File: src/hdl/imhu_pkg.sv
`default_nettype none
// ----------------------------------------------------------------------------
// imhu_pkg
// Shared types, constants and micro-op decode for the integer mix hash unit.
// ----------------------------------------------------------------------------
package imhu_pkg;

    localparam int NUM_CELLS = 23;
    localparam int PC_W      = 5;
    localparam int LATE_PC   = 16;

    localparam logic [63:0] FIN_SEED = 64'd61;
    localparam logic [31:0] MIX_P8   = 32'h0000_009D;
    localparam logic [31:0] MIX_P16  = 32'h0000_9E37;
    localparam logic [31:0] FIN_K32  = 32'h27D4_EB2D;
    localparam logic [31:0] MIX_P32  = 32'h9E37_79B9;
    localparam logic [63:0] MIX_P64  = 64'h9E37_79B9_7F4A_7C15;

    typedef enum logic [1:0] {
        CMD_SINGLE = 2'd0,
        CMD_PACK   = 2'd1,
        CMD_MIX    = 2'd2
    } cmd_t;

    typedef enum logic [1:0] {
        WS_8  = 2'd0,
        WS_16 = 2'd1,
        WS_32 = 2'd2,
        WS_64 = 2'd3
    } ws_t;

    typedef enum logic [3:0] {
        UOP_F1,
        UOP_F2,
        UOP_F3,
        UOP_F4,
        UOP_F5,
        UOP_F6,
        UOP_F7,
        UOP_M1,
        UOP_M2,
        UOP_M3,
        UOP_NOP
    } uop_t;

    typedef struct packed {
        uop_t op;
        logic late;      // second finalizer pass, mix command only
    } uop_sel_t;

    // Work item handed from cell to cell
    typedef struct packed {
        logic [PC_W-1:0] pc;
        ws_t             ws;
        logic            mix_on;
        logic [1:0]      mix_left;
        logic [63:0]     h;
        logic [63:0]     aux;
        logic [63:0]     opb;
        logic [63:0]     opc;
        logic [63:0]     opd;
    } item_t;

    function automatic logic [63:0] width_mask(input ws_t ws);
        logic [63:0] m;
        unique case (ws)
            WS_8:    m = 64'h0000_0000_0000_00FF;
            WS_16:   m = 64'h0000_0000_0000_FFFF;
            WS_32:   m = 64'h0000_0000_FFFF_FFFF;
            WS_64:   m = 64'hFFFF_FFFF_FFFF_FFFF;
            default: m = 64'hFFFF_FFFF_FFFF_FFFF;
        endcase
        return m;
    endfunction

    // Program: finalizer, three mix rounds of three steps, finalizer again
    function automatic uop_sel_t uop_of(input logic [PC_W-1:0] pc);
        uop_sel_t s;
        s.late = (pc >= PC_W'(LATE_PC));
        unique case (pc) inside
            5'd0, 5'd16:        s.op = UOP_F1;
            5'd1, 5'd17:        s.op = UOP_F2;
            5'd2, 5'd18:        s.op = UOP_F3;
            5'd3, 5'd19:        s.op = UOP_F4;
            5'd4, 5'd20:        s.op = UOP_F5;
            5'd5, 5'd21:        s.op = UOP_F6;
            5'd6, 5'd22:        s.op = UOP_F7;
            5'd7, 5'd10, 5'd13: s.op = UOP_M1;
            5'd8, 5'd11, 5'd14: s.op = UOP_M2;
            5'd9, 5'd12, 5'd15: s.op = UOP_M3;
            default:            s.op = UOP_NOP;
        endcase
        return s;
    endfunction

endpackage
`default_nettype wire

File: src/hdl/imhu_load.sv
`default_nettype none
// ----------------------------------------------------------------------------
// imhu_load
// Turns one input beat into the first work item: masks, folds signed zero,
// packs operand slices and sets up the mix round count.
// ----------------------------------------------------------------------------
module imhu_load (
    input  logic [1:0]      command,
    input  logic [2:0]      operand_count,
    input  logic [1:0]      word_size,
    input  logic            float_mode,
    input  logic [63:0]     op_a,
    input  logic [63:0]     op_b,
    input  logic [63:0]     op_c,
    input  logic [63:0]     op_d,
    output imhu_pkg::item_t item
);
    import imhu_pkg::*;

    ws_t         ws;
    logic [63:0] mask;
    logic [2:0]  n;
    logic        fold_en;
    logic [63:0] a, b, c, d;
    logic [63:0] packed_word;

    function automatic logic [63:0] fold_zero(input ws_t w, input logic fe,
                                              input logic [63:0] v);
        logic [63:0] r;
        r = v;
        if (fe && w == WS_32 && v[30:0] == 31'd0)
            r[31] = 1'b0;
        else if (fe && w == WS_64 && v[62:0] == 63'd0)
            r = 64'd0;
        return r;
    endfunction

    always_comb
    begin
        ws      = ws_t'(word_size);
        mask    = width_mask(ws);
        fold_en = float_mode && (command != CMD_PACK);
        a       = op_a & mask;
        b       = op_b & mask;
        c       = op_c & mask;
        d       = op_d & mask;

        if (operand_count < 3'd2)
            n = 3'd2;
        else if (operand_count > 3'd4)
            n = 3'd4;
        else
            n = operand_count;

        // op_a in the lowest slice
        packed_word = 64'd0;
        unique case (ws)
            WS_8:
            begin
                if (n == 3'd2)
                    packed_word = {56'd0, b[3:0], a[3:0]};
                else if (n == 3'd3)
                    packed_word = {56'd0, c[1:0], b[2:0], a[2:0]};
                else
                    packed_word = {56'd0, d[1:0], c[1:0], b[1:0], a[1:0]};
            end
            WS_16:
            begin
                if (n == 3'd2)
                    packed_word = {48'd0, b[7:0], a[7:0]};
                else if (n == 3'd3)
                    packed_word = {49'd0, c[4:0], b[4:0], a[4:0]};
                else
                    packed_word = {48'd0, d[3:0], c[3:0], b[3:0], a[3:0]};
            end
            WS_32:
            begin
                if (n == 3'd2)
                    packed_word = {32'd0, b[15:0], a[15:0]};
                else if (n == 3'd3)
                    packed_word = {34'd0, c[9:0], b[9:0], a[9:0]};
                else
                    packed_word = {32'd0, d[7:0], c[7:0], b[7:0], a[7:0]};
            end
            WS_64:
            begin
                if (n == 3'd2)
                    packed_word = {b[31:0], a[31:0]};
                else if (n == 3'd3)
                    packed_word = {1'b0, c[20:0], b[20:0], a[20:0]};
                else
                    packed_word = {d[15:0], c[15:0], b[15:0], a[15:0]};
            end
            default: packed_word = 64'd0;
        endcase

        item.pc       = '0;
        item.ws       = ws;
        item.mix_on   = (command == CMD_MIX);
        item.mix_left = (command == CMD_MIX) ? 2'(n - 3'd1) : 2'd0;
        item.h        = (command == CMD_PACK) ? packed_word : fold_zero(ws, fold_en, a);
        item.aux      = 64'd0;
        item.opb      = fold_zero(ws, fold_en, b);
        item.opc      = fold_zero(ws, fold_en, c);
        item.opd      = fold_zero(ws, fold_en, d);
    end

endmodule
`default_nettype wire

File: config.mk
export PLATFORM = sky130hd
export DESIGN_NAME = imhu_load
export DESIGN_NICKNAME = d
export VERILOG_FILES = /design/src/hdl/imhu_pkg.sv /design/src/hdl/imhu_load.sv
export SDC_FILE = /design/constraint.sdc
export NUM_CORES = 1
export LEC_CHECK = 0
export ABC_AREA = 1
export BUFFER_PORTS_ARGS = -buffer_cell sky130_fd_sc_hd__buf_2
export CAP_MARGIN = 10
export CORE_AREA = 10 10 225 227
export DETAILED_ROUTE_END_ITERATION = 10
export DIE_AREA = 0 0 235 237
export PLACE_DENSITY = 0.4
export SYNTH_ARGS = -nofsm -noshare
export SYNTH_HDL_FRONTEND = slang
export SYNTH_SLANG_ARGS = --single-unit
File: constraint.sdc
create_clock -name vclk -period 1.8
set_input_delay 0.27 -clock vclk [all_inputs]
set_output_delay 0.27 -clock vclk [all_outputs]
set_load 0.1 [all_outputs]
Word level (Yosys, flattened, before mapping)
Cells that the tools add are included.
{"block": "totals", "register_bits": 0, "input_bits": 264, "out_inout_bits": 330}
{"block": "classes", "add_sub_neg": 1, "n_lt_le_gt_ge": 2, "eq_ne": 8, "mux": 30, "n_bitwise": 4, "reduce_logical": 20}
{"op": "$pmux W64 S4", "n": 2}
{"op": "$mux W64", "n": 7}
{"op": "$and A64 B64 Y64", "n": 4}
{"op": "$logic_not A63 Y1", "n": 4}
{"op": "$mux W32", "n": 6}
{"op": "$logic_not A31 Y1", "n": 4}
{"op": "$mux W31", "n": 4}
{"op": "$mux W16", "n": 2}
{"op": "$mux W8", "n": 2}
{"op": "$logic_and A1 B1 Y1", "n": 11}
{"op": "$eq A2 B2 Y1 const B", "n": 3}
{"op": "$eq A3 B2 Y1 const B", "n": 2}
{"op": "$mux W3", "n": 2}
{"op": "$eq A2 B1 Y1 const B", "n": 2}
{"op": "$mux W1", "n": 4}
{"op": "$gt A3 B3 Y1 const B", "n": 1}
{"op": "$lt A3 B2 Y1 const B", "n": 1}
{"op": "$logic_not A2 Y1", "n": 1}
{"op": "$mux W2", "n": 1}
{"op": "$ne A2 B1 Y1 const B", "n": 1}
{"op": "$sub A2 B1 Y2 const B", "n": 1}

Depth between registers and ports, before layout
{"block": "depth", "word_depth": 8, "mapped_depth": 14, "ltp_nobuf": 13}

Worst setup path before layout
No wires, ideal clock.
{"block": "synth_timing", "path_type": "input to output", "from": "in word_size[1]", "to": "out item[301] (netlist name)", "t_arrival_ns": 4.284, "slack_ns": -2.754, "stages": 7, "path_buffers": 1, "path_cell_list": "buf_6 nor2_8 nor2_1 nand2_1 o21ai_0 a21oi_1 o21ai_0"}
{"item": "from (decl)", "line_no": "imhu_load.sv:10", "rtl": "input logic [1:0] word_size,"}
{"item": "to (decl)", "line_no": "imhu_load.sv:16", "rtl": "output imhu_pkg::item_t item"}

==> qor.yml <==
layout_setup_ws_ns: -0.4033
grt_usage_pct: 20.03
grt_pass1_wl_um: 83330
yosys_warnings: 0
hp-class: "in2out"
die_h_um: 237
coreArea_um2: 46160
io_buffers: 525
path_common_cell: "buf_12"
place_hpwl_um: 51620
switching_power_uw: 4861
gr-total-overflow: 0
drv_slew: 0
path_buf_inv: 6
drive_gt1_share_pct: 66.01
crit_path_end_kind: "output pin"
synth_top_cell_by_area: "nand2_1"
syn-cell-area_um2: 5500
register_area_um2: 0
critical_path.top_delay_family: "buffers and inverters"
final_util_pct: 39.02
combPwrFrac_pct: 100.0
dieArea_um2: 55700
crit_chain: "buf_12 -> inv_16 -> nand3_4 -> inv_4 -> ha_4 -> nand2_8 -> nor2_4 -> buf_12 -> buf_4 -> nand2_4 -> nand3_1 -> nand2_1 -> nand3_2 -> nand2_2 -> o21ai_4 -> buf_12"
power.density_nw_per_um2: 404.4
multi_input_area_um2: 6450
final_cell_area_um2: 18010
critPathLaunch: "operand_count[2]"
antenna_found_initial: 14
dp_slack_ns: -0.5797
crit_type: "in2out"
max_stage_delay_ns: 0.20
cap_viol_max_count: 0
outcome: "complete, but fails checks"
worst_pin_slew_ns: 0.5288
place_congestion: 0.9379
crit_required_ns: 1.53
violations: "negative setup slack"
final_cells: 2638
avgRoutedWirePerCell_um: 22.76
max_slew_margin_pct: 64.99
routed_wirelength_um: 60050
n_sequential_cell: 0
area_growth_syn_to_layout_pct: 227.5
firstDrtPassIters: 6
die_x_um: 235
fmax_mhz: 453.9
leakage_uw: 0.008815
crit_end: "item[271]"
dp_cells: 2567
rows: 79
initial_core_util_pct: 11.92
critPathSlowestCell: "buf_12"
cp.depth: 16
p_int_uw: 2422
peakVddDrop_uv: 269.7
post-synth-top-count-cell: "nand2_1"
synth_cells: 1200
crit_fanout: 13
synth_area_per_cell_um2: 4.584
power_frac_clock_pct: 0
dpl_cell_area_um2: 15580
switching_share_pct: 66.74
drt_iter0_markers: 637
critPathArrivalTime_ns: 1.93
power_frac_seq_pct: 0
fin_crit_ns: 2.203
setup_viol: 68
synth_top_area_share_pct: 19.31
ys_top_cells_by_count: "nand2_1 (283), nor2_1 (234), inv_1 (201)"
ant_nets: 0
synth_seq_area_share_pct: 0
avgViaCountPerCell: 4.172
cp-start-kind: "input port"
drc_errors: 0
hold_viol: 0
fillerInstances: 4779
io_pins: 594
grt_max_degree: 30
period_share_pct: 122.4
routed-via-count: 11010
rsz0062_at_grt: "true"
n_clock_buffer: 0
first_global_vias: 11530
nNetsFinal: 2292
synthTopCellsByArea: "nand2_1 (19%), nor2_1 (16%), inv_1 (14%)"
ys_types: 32
==> stage by stage <==
stage / hold WS, ns / setup TNS, ns / total power (µW)
after floorplan: 0.6491 / -30.36 / 4171
after global placement: 0.9163 / -30.66 / 6738
after detailed placement: 0.9157 / -32.08 / 6735
after CTS: 0.9147 / -18.31 / 7170
after global routing: 0.9340 / -23.25 / 7542
final: 0.9146 / -18.70 / 7283
==> per-layer routing <==
layer / part of all wire [%] / wire [µm] / vias to the layer above / track usage, %
li1: - / - / 5252 / -
met1: 36 / 21420 / 5071 / 20.80
met2: 54 / 32140 / 583 / 38.46
met3: 7.5 / 4513 / 95 / 5.060
met4: 3.2 / 1950 / 4 / 6.276
met5: 0.045 / 27 / - / 0
==> power groups by stage <==
stage | Sequential (µW) | Combinational, µW | Clock, µW
after floorplan | 0 | 4170 | 0
after global placement | 0 | 6740 | 0
after detailed placement | 0 | 6740 | 0
after CTS | 0 | 7170 | 0
after global routing | 0 | 7540 | 0.000300
final | 0 | 7280 | 0.000526
==> kinds of logic (layout without fill, tap and decap cells) <==
logic type	after synthesis	in the layout	synth area share, %
AOI/OAI and AO/OA	173	173	17.81
adders and majority gates	2	2	0.4549
buffers and inverters	367	1121	32.23
other	1	76	0.06818
and+or+nand+nor	657	659	49.43
==> cell usage in the layout, fill, tap and decap left out, drive strengths merged, types with 2 or more instances in the layout <==
cell      count
buf         908
o21ai        83
bufbuf        2
clkinvlp      9
nand4        16
ha            2
nor3          4
clkbuf        3
nor2        238
inv         199
o22ai         4
o221ai       11
conb         69
o211ai       12
diode         7
nand3       109
o21a          2
o2111ai       4
a32o          2
nand2       291
a31oi         4
a21oi        50
==> worst min path at each step <==
| stage | from | endpoint | slack (ns) | depth (start not counted) |
|---|---|---|---|---|
| global placement | op_d[20] | item[20] | 0.92 | 4 |
| global route | op_a[1] | item[257] | 0.93 | 2 |
| floorplan | command[0] | item[320] | 0.65 | 1 |
| detailed placement | op_d[20] | item[20] | 0.92 | 4 |
| CTS | op_d[20] | item[20] | 0.91 | 4 |
| finish | op_d[20] | item[20] | 0.91 | 4 |
==> what timing repair did <==
item	CTS	global route
setup endpoints to repair	87	70
cloned	13	2
hold buffers	0	0
pin swaps	94	79
resized for setup	290	154
buffers inserted	40	16
==> layout make-up <==
type                            instances  share of cell area (%)
Timing Repair Buffer                  913                   55.07
Multi-Input combinational cell        903                   35.81
Inverter                              208                   4.807
Tap cell                              607                   4.216
Antenna cell                            7                 0.09725
Power figures use the tool's default switching activity.
