==> config.mk <==
export PLATFORM = sky130hd
export DESIGN_NAME = imhu_cell
export DESIGN_NICKNAME = d
export VERILOG_FILES = /design/src/hdl/imhu_pkg.sv /design/src/hdl/imhu_cell.sv
export SDC_FILE = /design/constraint.sdc
export NUM_CORES = 2
export LEC_CHECK = 0
export BUFFER_PORTS_ARGS = -buffer_cell sky130_fd_sc_hd__buf_2
export CAP_MARGIN = 20
export CELL_PAD_IN_SITES_DETAIL_PLACEMENT = 2
export CELL_PAD_IN_SITES_GLOBAL_PLACEMENT = 2
export CORE_AREA = 2 2 451 453
export DETAILED_ROUTE_END_ITERATION = 10
export DIE_AREA = 0 0 453 455
export PLACE_DENSITY = 0.89
export SKIP_LAST_GASP = 1
export SLEW_MARGIN = 25
export SYNTH_ARGS = -nofsm -noshare
export SYNTH_HDL_FRONTEND = slang
export SYNTH_SLANG_ARGS = --single-unit
export TNS_END_PERCENT = 20
==> constraint.sdc <==
create_clock -name clk -period 0.9 [get_ports clk]
set_input_delay 0.18 -clock clk [delete_from_list [all_inputs] [get_ports clk]]
set_output_delay 0.18 -clock clk [all_outputs]
set_load 0.03 [all_outputs]
==> src/hdl/imhu_pkg.sv <==
`default_nettype none
// ----------------------------------------------------------------------------
// imhu_pkg
// Shared types, constants and micro-op decode for the integer mix hash unit.
// ----------------------------------------------------------------------------
package imhu_pkg;

    localparam int NUM_CELLS = 23;
    localparam int PC_W      = 5;
    localparam int LATE_PC   = 16;

    localparam logic [63:0] FIN_SEED = 64'd61;
    localparam logic [31:0] MIX_P8   = 32'h0000_009D;
    localparam logic [31:0] MIX_P16  = 32'h0000_9E37;
    localparam logic [31:0] FIN_K32  = 32'h27D4_EB2D;
    localparam logic [31:0] MIX_P32  = 32'h9E37_79B9;
    localparam logic [63:0] MIX_P64  = 64'h9E37_79B9_7F4A_7C15;

    typedef enum logic [1:0] {
        CMD_SINGLE = 2'd0,
        CMD_PACK   = 2'd1,
        CMD_MIX    = 2'd2
    } cmd_t;

    typedef enum logic [1:0] {
        WS_8  = 2'd0,
        WS_16 = 2'd1,
        WS_32 = 2'd2,
        WS_64 = 2'd3
    } ws_t;

    typedef enum logic [3:0] {
        UOP_F1,
        UOP_F2,
        UOP_F3,
        UOP_F4,
        UOP_F5,
        UOP_F6,
        UOP_F7,
        UOP_M1,
        UOP_M2,
        UOP_M3,
        UOP_NOP
    } uop_t;

    typedef struct packed {
        uop_t op;
        logic late;      // second finalizer pass, mix command only
    } uop_sel_t;

    // Work item handed from cell to cell
    typedef struct packed {
        logic [PC_W-1:0] pc;
        ws_t             ws;
        logic            mix_on;
        logic [1:0]      mix_left;
        logic [63:0]     h;
        logic [63:0]     aux;
        logic [63:0]     opb;
        logic [63:0]     opc;
        logic [63:0]     opd;
    } item_t;

    function automatic logic [63:0] width_mask(input ws_t ws);
        logic [63:0] m;
        unique case (ws)
            WS_8:    m = 64'h0000_0000_0000_00FF;
            WS_16:   m = 64'h0000_0000_0000_FFFF;
            WS_32:   m = 64'h0000_0000_FFFF_FFFF;
            WS_64:   m = 64'hFFFF_FFFF_FFFF_FFFF;
            default: m = 64'hFFFF_FFFF_FFFF_FFFF;
        endcase
        return m;
    endfunction

    // Program: finalizer, three mix rounds of three steps, finalizer again
    function automatic uop_sel_t uop_of(input logic [PC_W-1:0] pc);
        uop_sel_t s;
        s.late = (pc >= PC_W'(LATE_PC));
        unique case (pc) inside
            5'd0, 5'd16:        s.op = UOP_F1;
            5'd1, 5'd17:        s.op = UOP_F2;
            5'd2, 5'd18:        s.op = UOP_F3;
            5'd3, 5'd19:        s.op = UOP_F4;
            5'd4, 5'd20:        s.op = UOP_F5;
            5'd5, 5'd21:        s.op = UOP_F6;
            5'd6, 5'd22:        s.op = UOP_F7;
            5'd7, 5'd10, 5'd13: s.op = UOP_M1;
            5'd8, 5'd11, 5'd14: s.op = UOP_M2;
            5'd9, 5'd12, 5'd15: s.op = UOP_M3;
            default:            s.op = UOP_NOP;
        endcase
        return s;
    endfunction

endpackage
`default_nettype wire

==> src/hdl/imhu_cell.sv <==
`default_nettype none
// ----------------------------------------------------------------------------
// imhu_cell
// One step of the hash program: decodes the item's pc, runs one finalizer or
// mix step on a shared 32x32 multiplier and adders, registers the result.
// ----------------------------------------------------------------------------
module imhu_cell (
    input  logic            clk,
    input  logic            rst_n,
    input  logic            en,
    input  logic            in_valid,
    input  imhu_pkg::item_t in_item,
    output logic            out_valid,
    output imhu_pkg::item_t out_item
);
    import imhu_pkg::*;

    uop_sel_t    sel;
    logic [63:0] mask;
    logic [63:0] h;
    logic [63:0] x;
    logic [4:0]  s1, s3, s5;
    logic [31:0] k_fin, p_lo, p_hi;
    logic        fin_on;
    logic        mix_on;
    logic [31:0] mul_a, mul_b;
    logic [63:0] prod;
    item_t       item_next;
    logic        valid_reg;
    item_t       item_reg;

    always_comb
    begin
        sel    = uop_of(in_item.pc);
        mask   = width_mask(in_item.ws);
        h      = in_item.h;
        x      = in_item.h ^ in_item.opb;
        fin_on = !sel.late || in_item.mix_on;
        mix_on = (in_item.mix_left != 2'd0);

        unique case (in_item.ws)
            WS_8:
            begin
                s1 = 5'd4;  s3 = 5'd3; s5 = 5'd4;
                k_fin = MIX_P8;  p_lo = MIX_P8;  p_hi = 32'd0;
            end
            WS_16:
            begin
                s1 = 5'd8;  s3 = 5'd4; s5 = 5'd8;
                k_fin = MIX_P16; p_lo = MIX_P16; p_hi = 32'd0;
            end
            WS_32:
            begin
                s1 = 5'd16; s3 = 5'd4; s5 = 5'd15;
                k_fin = FIN_K32; p_lo = MIX_P32; p_hi = 32'd0;
            end
            default:
            begin
                s1 = 5'd16; s3 = 5'd4; s5 = 5'd15;
                k_fin = FIN_K32; p_lo = MIX_P64[31:0]; p_hi = MIX_P64[63:32];
            end
        endcase
    end

    // 64-bit mix product built from low x low, then the two cross terms
    always_comb
    begin
        mul_a = h[31:0];
        mul_b = k_fin;
        unique case (sel.op)
            UOP_M1:
            begin
                mul_a = x[31:0];
                mul_b = p_lo;
            end
            UOP_M2:
            begin
                mul_a = h[63:32];
                mul_b = p_lo;
            end
            UOP_M3:
            begin
                mul_a = h[31:0];
                mul_b = p_hi;
            end
            default:
            begin
                mul_a = h[31:0];
                mul_b = k_fin;
            end
        endcase
    end

    assign prod = {32'd0, mul_a} * {32'd0, mul_b};

    always_comb
    begin
        item_next    = in_item;
        item_next.pc = in_item.pc + PC_W'(1);
        unique case (sel.op)
            UOP_F1:
                if (fin_on)
                begin
                    if (in_item.ws == WS_64)
                        item_next.h = ~h + (h << 21);
                    else
                        item_next.h = ((h ^ FIN_SEED) ^ (h >> s1)) & mask;
                end
            UOP_F2:
                if (fin_on)
                begin
                    if (in_item.ws == WS_64)
                        item_next.h = h ^ (h >> 24);
                    else
                        item_next.h = (h + (h << 3)) & mask;
                end
            UOP_F3:
                if (fin_on)
                begin
                    if (in_item.ws == WS_64)
                        item_next.h = h + (h << 3) + (h << 8);
                    else
                        item_next.h = h ^ (h >> s3);
                end
            UOP_F4:
                if (fin_on)
                begin
                    if (in_item.ws == WS_64)
                        item_next.h = h ^ (h >> 14);
                    else
                        item_next.h = {32'd0, prod[31:0]} & mask;
                end
            UOP_F5:
                if (fin_on)
                begin
                    if (in_item.ws == WS_64)
                        item_next.h = h + (h << 4) + (h << 13);
                    else
                        item_next.h = h ^ (h >> s5);
                end
            UOP_F6:
                if (fin_on && in_item.ws == WS_64)
                    item_next.h = h ^ (h >> 28);
            UOP_F7:
                if (fin_on && in_item.ws == WS_64)
                    item_next.h = h + (h << 31);
            UOP_M1:
                if (mix_on)
                begin
                    item_next.h   = x;
                    item_next.aux = prod;
                end
            UOP_M2:
                if (mix_on)
                    item_next.aux = in_item.aux + {prod[31:0], 32'd0};
            UOP_M3:
                if (mix_on)
                begin
                    item_next.h        = (in_item.aux + {prod[31:0], 32'd0}) & mask;
                    item_next.opb      = in_item.opc;
                    item_next.opc      = in_item.opd;
                    item_next.mix_left = in_item.mix_left - 2'd1;
                end
            default:
                item_next = in_item;
        endcase
        if (sel.op == UOP_NOP)
            item_next.pc = in_item.pc + PC_W'(1);
    end

    always_ff @(posedge clk or negedge rst_n)
    begin
        if (!rst_n)
            valid_reg <= 1'b0;
        else if (en)
            valid_reg <= in_valid;
    end

    always_ff @(posedge clk)
    begin
        if (en)
            item_reg <= item_next;
    end

    assign out_valid = valid_reg;
    assign out_item  = item_reg;

endmodule
`default_nettype wire

==> results of run 1 <==
## logic make-up after synthesis
logic type      after synthesis  share of synthesized area [%]
flops                       331                          13.03
compound gates             2330                          19.96
mux                         212                          4.021
simple gates               2586                          14.57
xor+xnor                    532                          6.112
fa+ha+maj                  1510                          33.82
buf+inv                    1694                          8.484
## through the flow
stage / area [um2] / std cells
after floorplan: 76820 / 9195
after global placement: 102800 / 14700
==> metrics.csv, run 1 <==
metric,value,unit
"Primary FF master, synth",edfxtp_1,
Die Ht,455,um
FP Rows,165,
Initial Util,37.87,%
ys async rst share,0.3021,%
IO Count,665,
gp weighted congestion,1.256,
most common cell in the netlist,nand2_1,
"area leader, netlist",fa_1,
Mean Syn Cell Area,8.291,um2
Post-synth EDFFs,330,
cells after synthesis,9195,
I/O Buffers,664,
"Distinct cells, synth",109,
outcome,stopped before the end,
stop err,[ERROR DPL-0033] detailed placement checks failed during check placement.,
post-synth net total,11040,
#FFs+latches synth,331,
Synth top area share,24.11,%
most common library cells after synthesis,"1,152 x nand2_1, 1,120 x inv_1, 918 x fa_1",
YS warnings,0,
"top cells by area, synth","fa_1 24%, edfxtp_1 13%, ha_1 9.7%, nand2_1 5.7%, inv_1 5.5%",
chip width,453,um
HPWL Detailed,734300,um
Fail Step,detailed placement,
sequential cell area fraction in the yosys report,13.03,%
synthesized area,0.07623,mm2
==> inputs of run 2 (changes only) <==
Settings changed: CELL_PAD_IN_SITES_DETAIL_PLACEMENT 2 to not set, CELL_PAD_IN_SITES_GLOBAL_PLACEMENT 2 to not set, CORE_AREA 2 2 451 453 to 2 2 556 558, DIE_AREA 0 0 453 455 to 0 0 558 560, PLACE_DENSITY 0.89 to not set, PLACE_DENSITY_LB_ADDON set to 0.15.
==> run 2 against run 1 <==
The flow now finishes, with violations (negative setup slack). Synthesized cell count is the same. Synthesized area is the same.
==> metrics.csv, run 2 <==
metric,value,unit,change
outcome,"finished, violations left",,
failing checks,negative setup slack,,
period utilization,1153,%,
Max-slew headroom,23.82,%,
Vias,89080,,
share of cells above drive strength 1,35.66,%,
drt wl/cell,34.08,um,
r2r setup slk,0.17,ns,
Num CTS Buffers,43,,
# H-tree levels,2,,
Mean Syn Cell Area,8.291,um2,unchanged
DR vias/cell,5.295,,
initial antenna violation count,87,,
HP Class,in2reg,,
post-synth net total,11040,,unchanged
FILL cells,32250,,
YS warnings,0,,unchanged
fmax,96.35,MHz,
WP data arrival,10.88,ns,
"Setup violations, final",925,,
FP Rows,204,,+24%
chip width,558,um,+23%
CP max FO,6,,
Tmin final,10.38,ns,
#FFs+latches synth,331,,unchanged
Initial Util,24.83,%,-13 points
I/O Buffers,664,,unchanged
synthesis-to-layout area growth,49.85,%,
DRT iter0 DRCs,10230,,
HPWL Detailed,479300,um,-35%
Worst-Skew Late Latency,0.79,ns,
Post-synth EDFFs,330,,unchanged
CP Buf/Inv Count,13,,
drt total wl,573400,um,
"CP delay by family, top",adder cells,,
Sink Count,331,,
peak supply drop,7052,uV,
clk buf depth,3,,
"Distinct cells, synth",109,,unchanged
DP Area,0.1067,mm2,
DR pass1 iterations,6,,
Fin. Hold Viols,0,,
vias in the first global route,88710,,
slew at the pin closest to its max-slew limit,1.131,ns,
Clock Tree Root,clkbuf_16,,
Synth top area share,24.11,%,unchanged
Post-route DRC,0,,
gp weighted congestion,1.045,,-17%
"Req. time, crit path",1.40,ns,
Die Ht,560,um,+23%
"most common cell after layout, fill and taps aside",buf_4,,
startpoint type of the worst setup path,input port,,
clock transition at the registers of the reported paths,0.06,ns,
final instance area,0.1142,mm2,
Total GRT Usage,35.71,%,
skew final,0,ns,
die area,0.3125,mm2,
setup TNS,-1522.23,ns,
"top cells by area, synth","fa_1 24%, edfxtp_1 13%, ha_1 9.7%, nand2_1 5.7%, inv_1 5.5%",,
most common library cells after synthesis,"1,152 x nand2_1, 1,120 x inv_1, 918 x fa_1",,
largest net degree at the start of global routing,132,,
"commonest cells after routing, fill and taps aside","2,874 x buf_4, 1,119 x nand2_1, 1,069 x inv_1",,
nets@finish,14470,,
Crit path top cell by count,fa_1,,
max-slew violations,0,,
sequential cell area fraction in the yosys report,13.03,%,unchanged
Placeable Area,0.3071,mm2,
IO Count,665,,unchanged
most common cell in the netlist,nand2_1,,
ys async rst share,0.3021,%,unchanged
power density over cell area,5218,mW/mm2,
"Primary FF master, synth",edfxtp_1,,
"Slowest-stage cell, CP",or4_4,,
Crit Path Category,in2reg,,
Post-DRT Antenna Nets,0,,
CP endpoint kind,flip-flop,,
first-pass GRT wire length,765100,um,
synthesized area,0.07623,mm2,unchanged
RSZ-0062 raised after global routing,true,,
"Worst Setup Slack, final",-9.478,ns,
CTS tree,built,,
"Largest stage delay, worst path",0.60,ns,
cells after synthesis,9195,,unchanged
number of flip-flops in the largest register,330,,
MaxCap Viol Count,0,,
"area leader, netlist",fa_1,,
Pleak,54.05,nW,
grt total ovfl,0,,
run 2: cell counts after synthesis:
Identical to the previous run, type by type.
run 2: cell type report:
cell class                 instances  area [um2]  share of cell area (%)
multi-input combinational       7170       62910                   55.07
timing repair buffer            3944       30550                   26.74
sequential                       331        9935                   8.697
tap                             4120        5155                   4.513
inverter                        1140        4284                   3.750
clock buffer                      51        1106                  0.9683
clock inverter                    27       191.4                  0.1676
antenna                           41       102.6                 0.08982
run 2: final timing paths:
check	from	to	depth (start not counted)
worst max register to register	out_valid$_DFFE_PN0P_	out_valid$_DFFE_PN0P_	1
worst min register to register	out_valid$_DFFE_PN0P_	out_valid$_DFFE_PN0P_	1
worst min-delay path	in_item[200]	out_item[200]$_DFFE_PP_	3
max in group asynchronous	rst_n	out_valid$_DFFE_PN0P_	3
min in group asynchronous	rst_n	out_valid$_DFFE_PN0P_	3
worst max-delay path	in_item[326]	out_item[317]$_DFFE_PP_	47
run 2: tightest hold or removal path: stages:
cell     delay [ns]
buf_2          0.21
nand2_1        0.09
nand2_1        0.05
run 2: power breakdown:
part           leakage [nW]  total [mW]  internal [mW]  switching (mW)
Clock                 0.639        17.5           9.11            8.41
Sequential             3.24        20.3           19.5           0.770
Combinational          50.2         558            260             298
Total                  54.1         596            288             308
run 2: logic make-up after synthesis:
logic type / share of synthesized area (%)
simple gates: 14.57
compound gates: 19.96
buf+inv: 8.484
fa+ha+maj: 33.82
xor+xnor: 6.112
flops: 13.03
mux: 4.021
run 2: timing repair:
action,CTS,global route
setup buffers,95,78
setup endpoints to repair,594,925
endpoints found under the hold margin,255,1
gates resized for setup,356,292
pin swaps,205,283
hold buffers,187,1
gates cloned,1,2
run 2: through the flow:
stage	hold WS, ns	worst slack (ns)	util, %	std cells	power, mW
finish	0.02767	-9.478	37.20	16820	596.0
global route	0.01028	-9.738	37.18	16800	618.5
CTS	0.004818	-9.329	36.58	16720	553.8
detailed placement	-0.04445	-10.78	34.76	16360	444.8
global placement	-0.04522	-10.85	34.76	16360	444.6
floorplan	-0.1156	-9.585	-	9195	264.5
run 2: per-layer routing:
| metal | vias to the layer above | share of wire [%] | track usage [%] |
|---|---|---|---|
| li1 | 38430 | - | - |
| met1 | 44950 | 42 | 47.42 |
| met2 | 4628 | 41 | 52.14 |
| met3 | 1047 | 8.7 | 8.192 |
| met4 | 36 | 7.5 | 22.02 |
| met5 | - | 0.040 | 0 |
(Power assumes the default switching activity.)
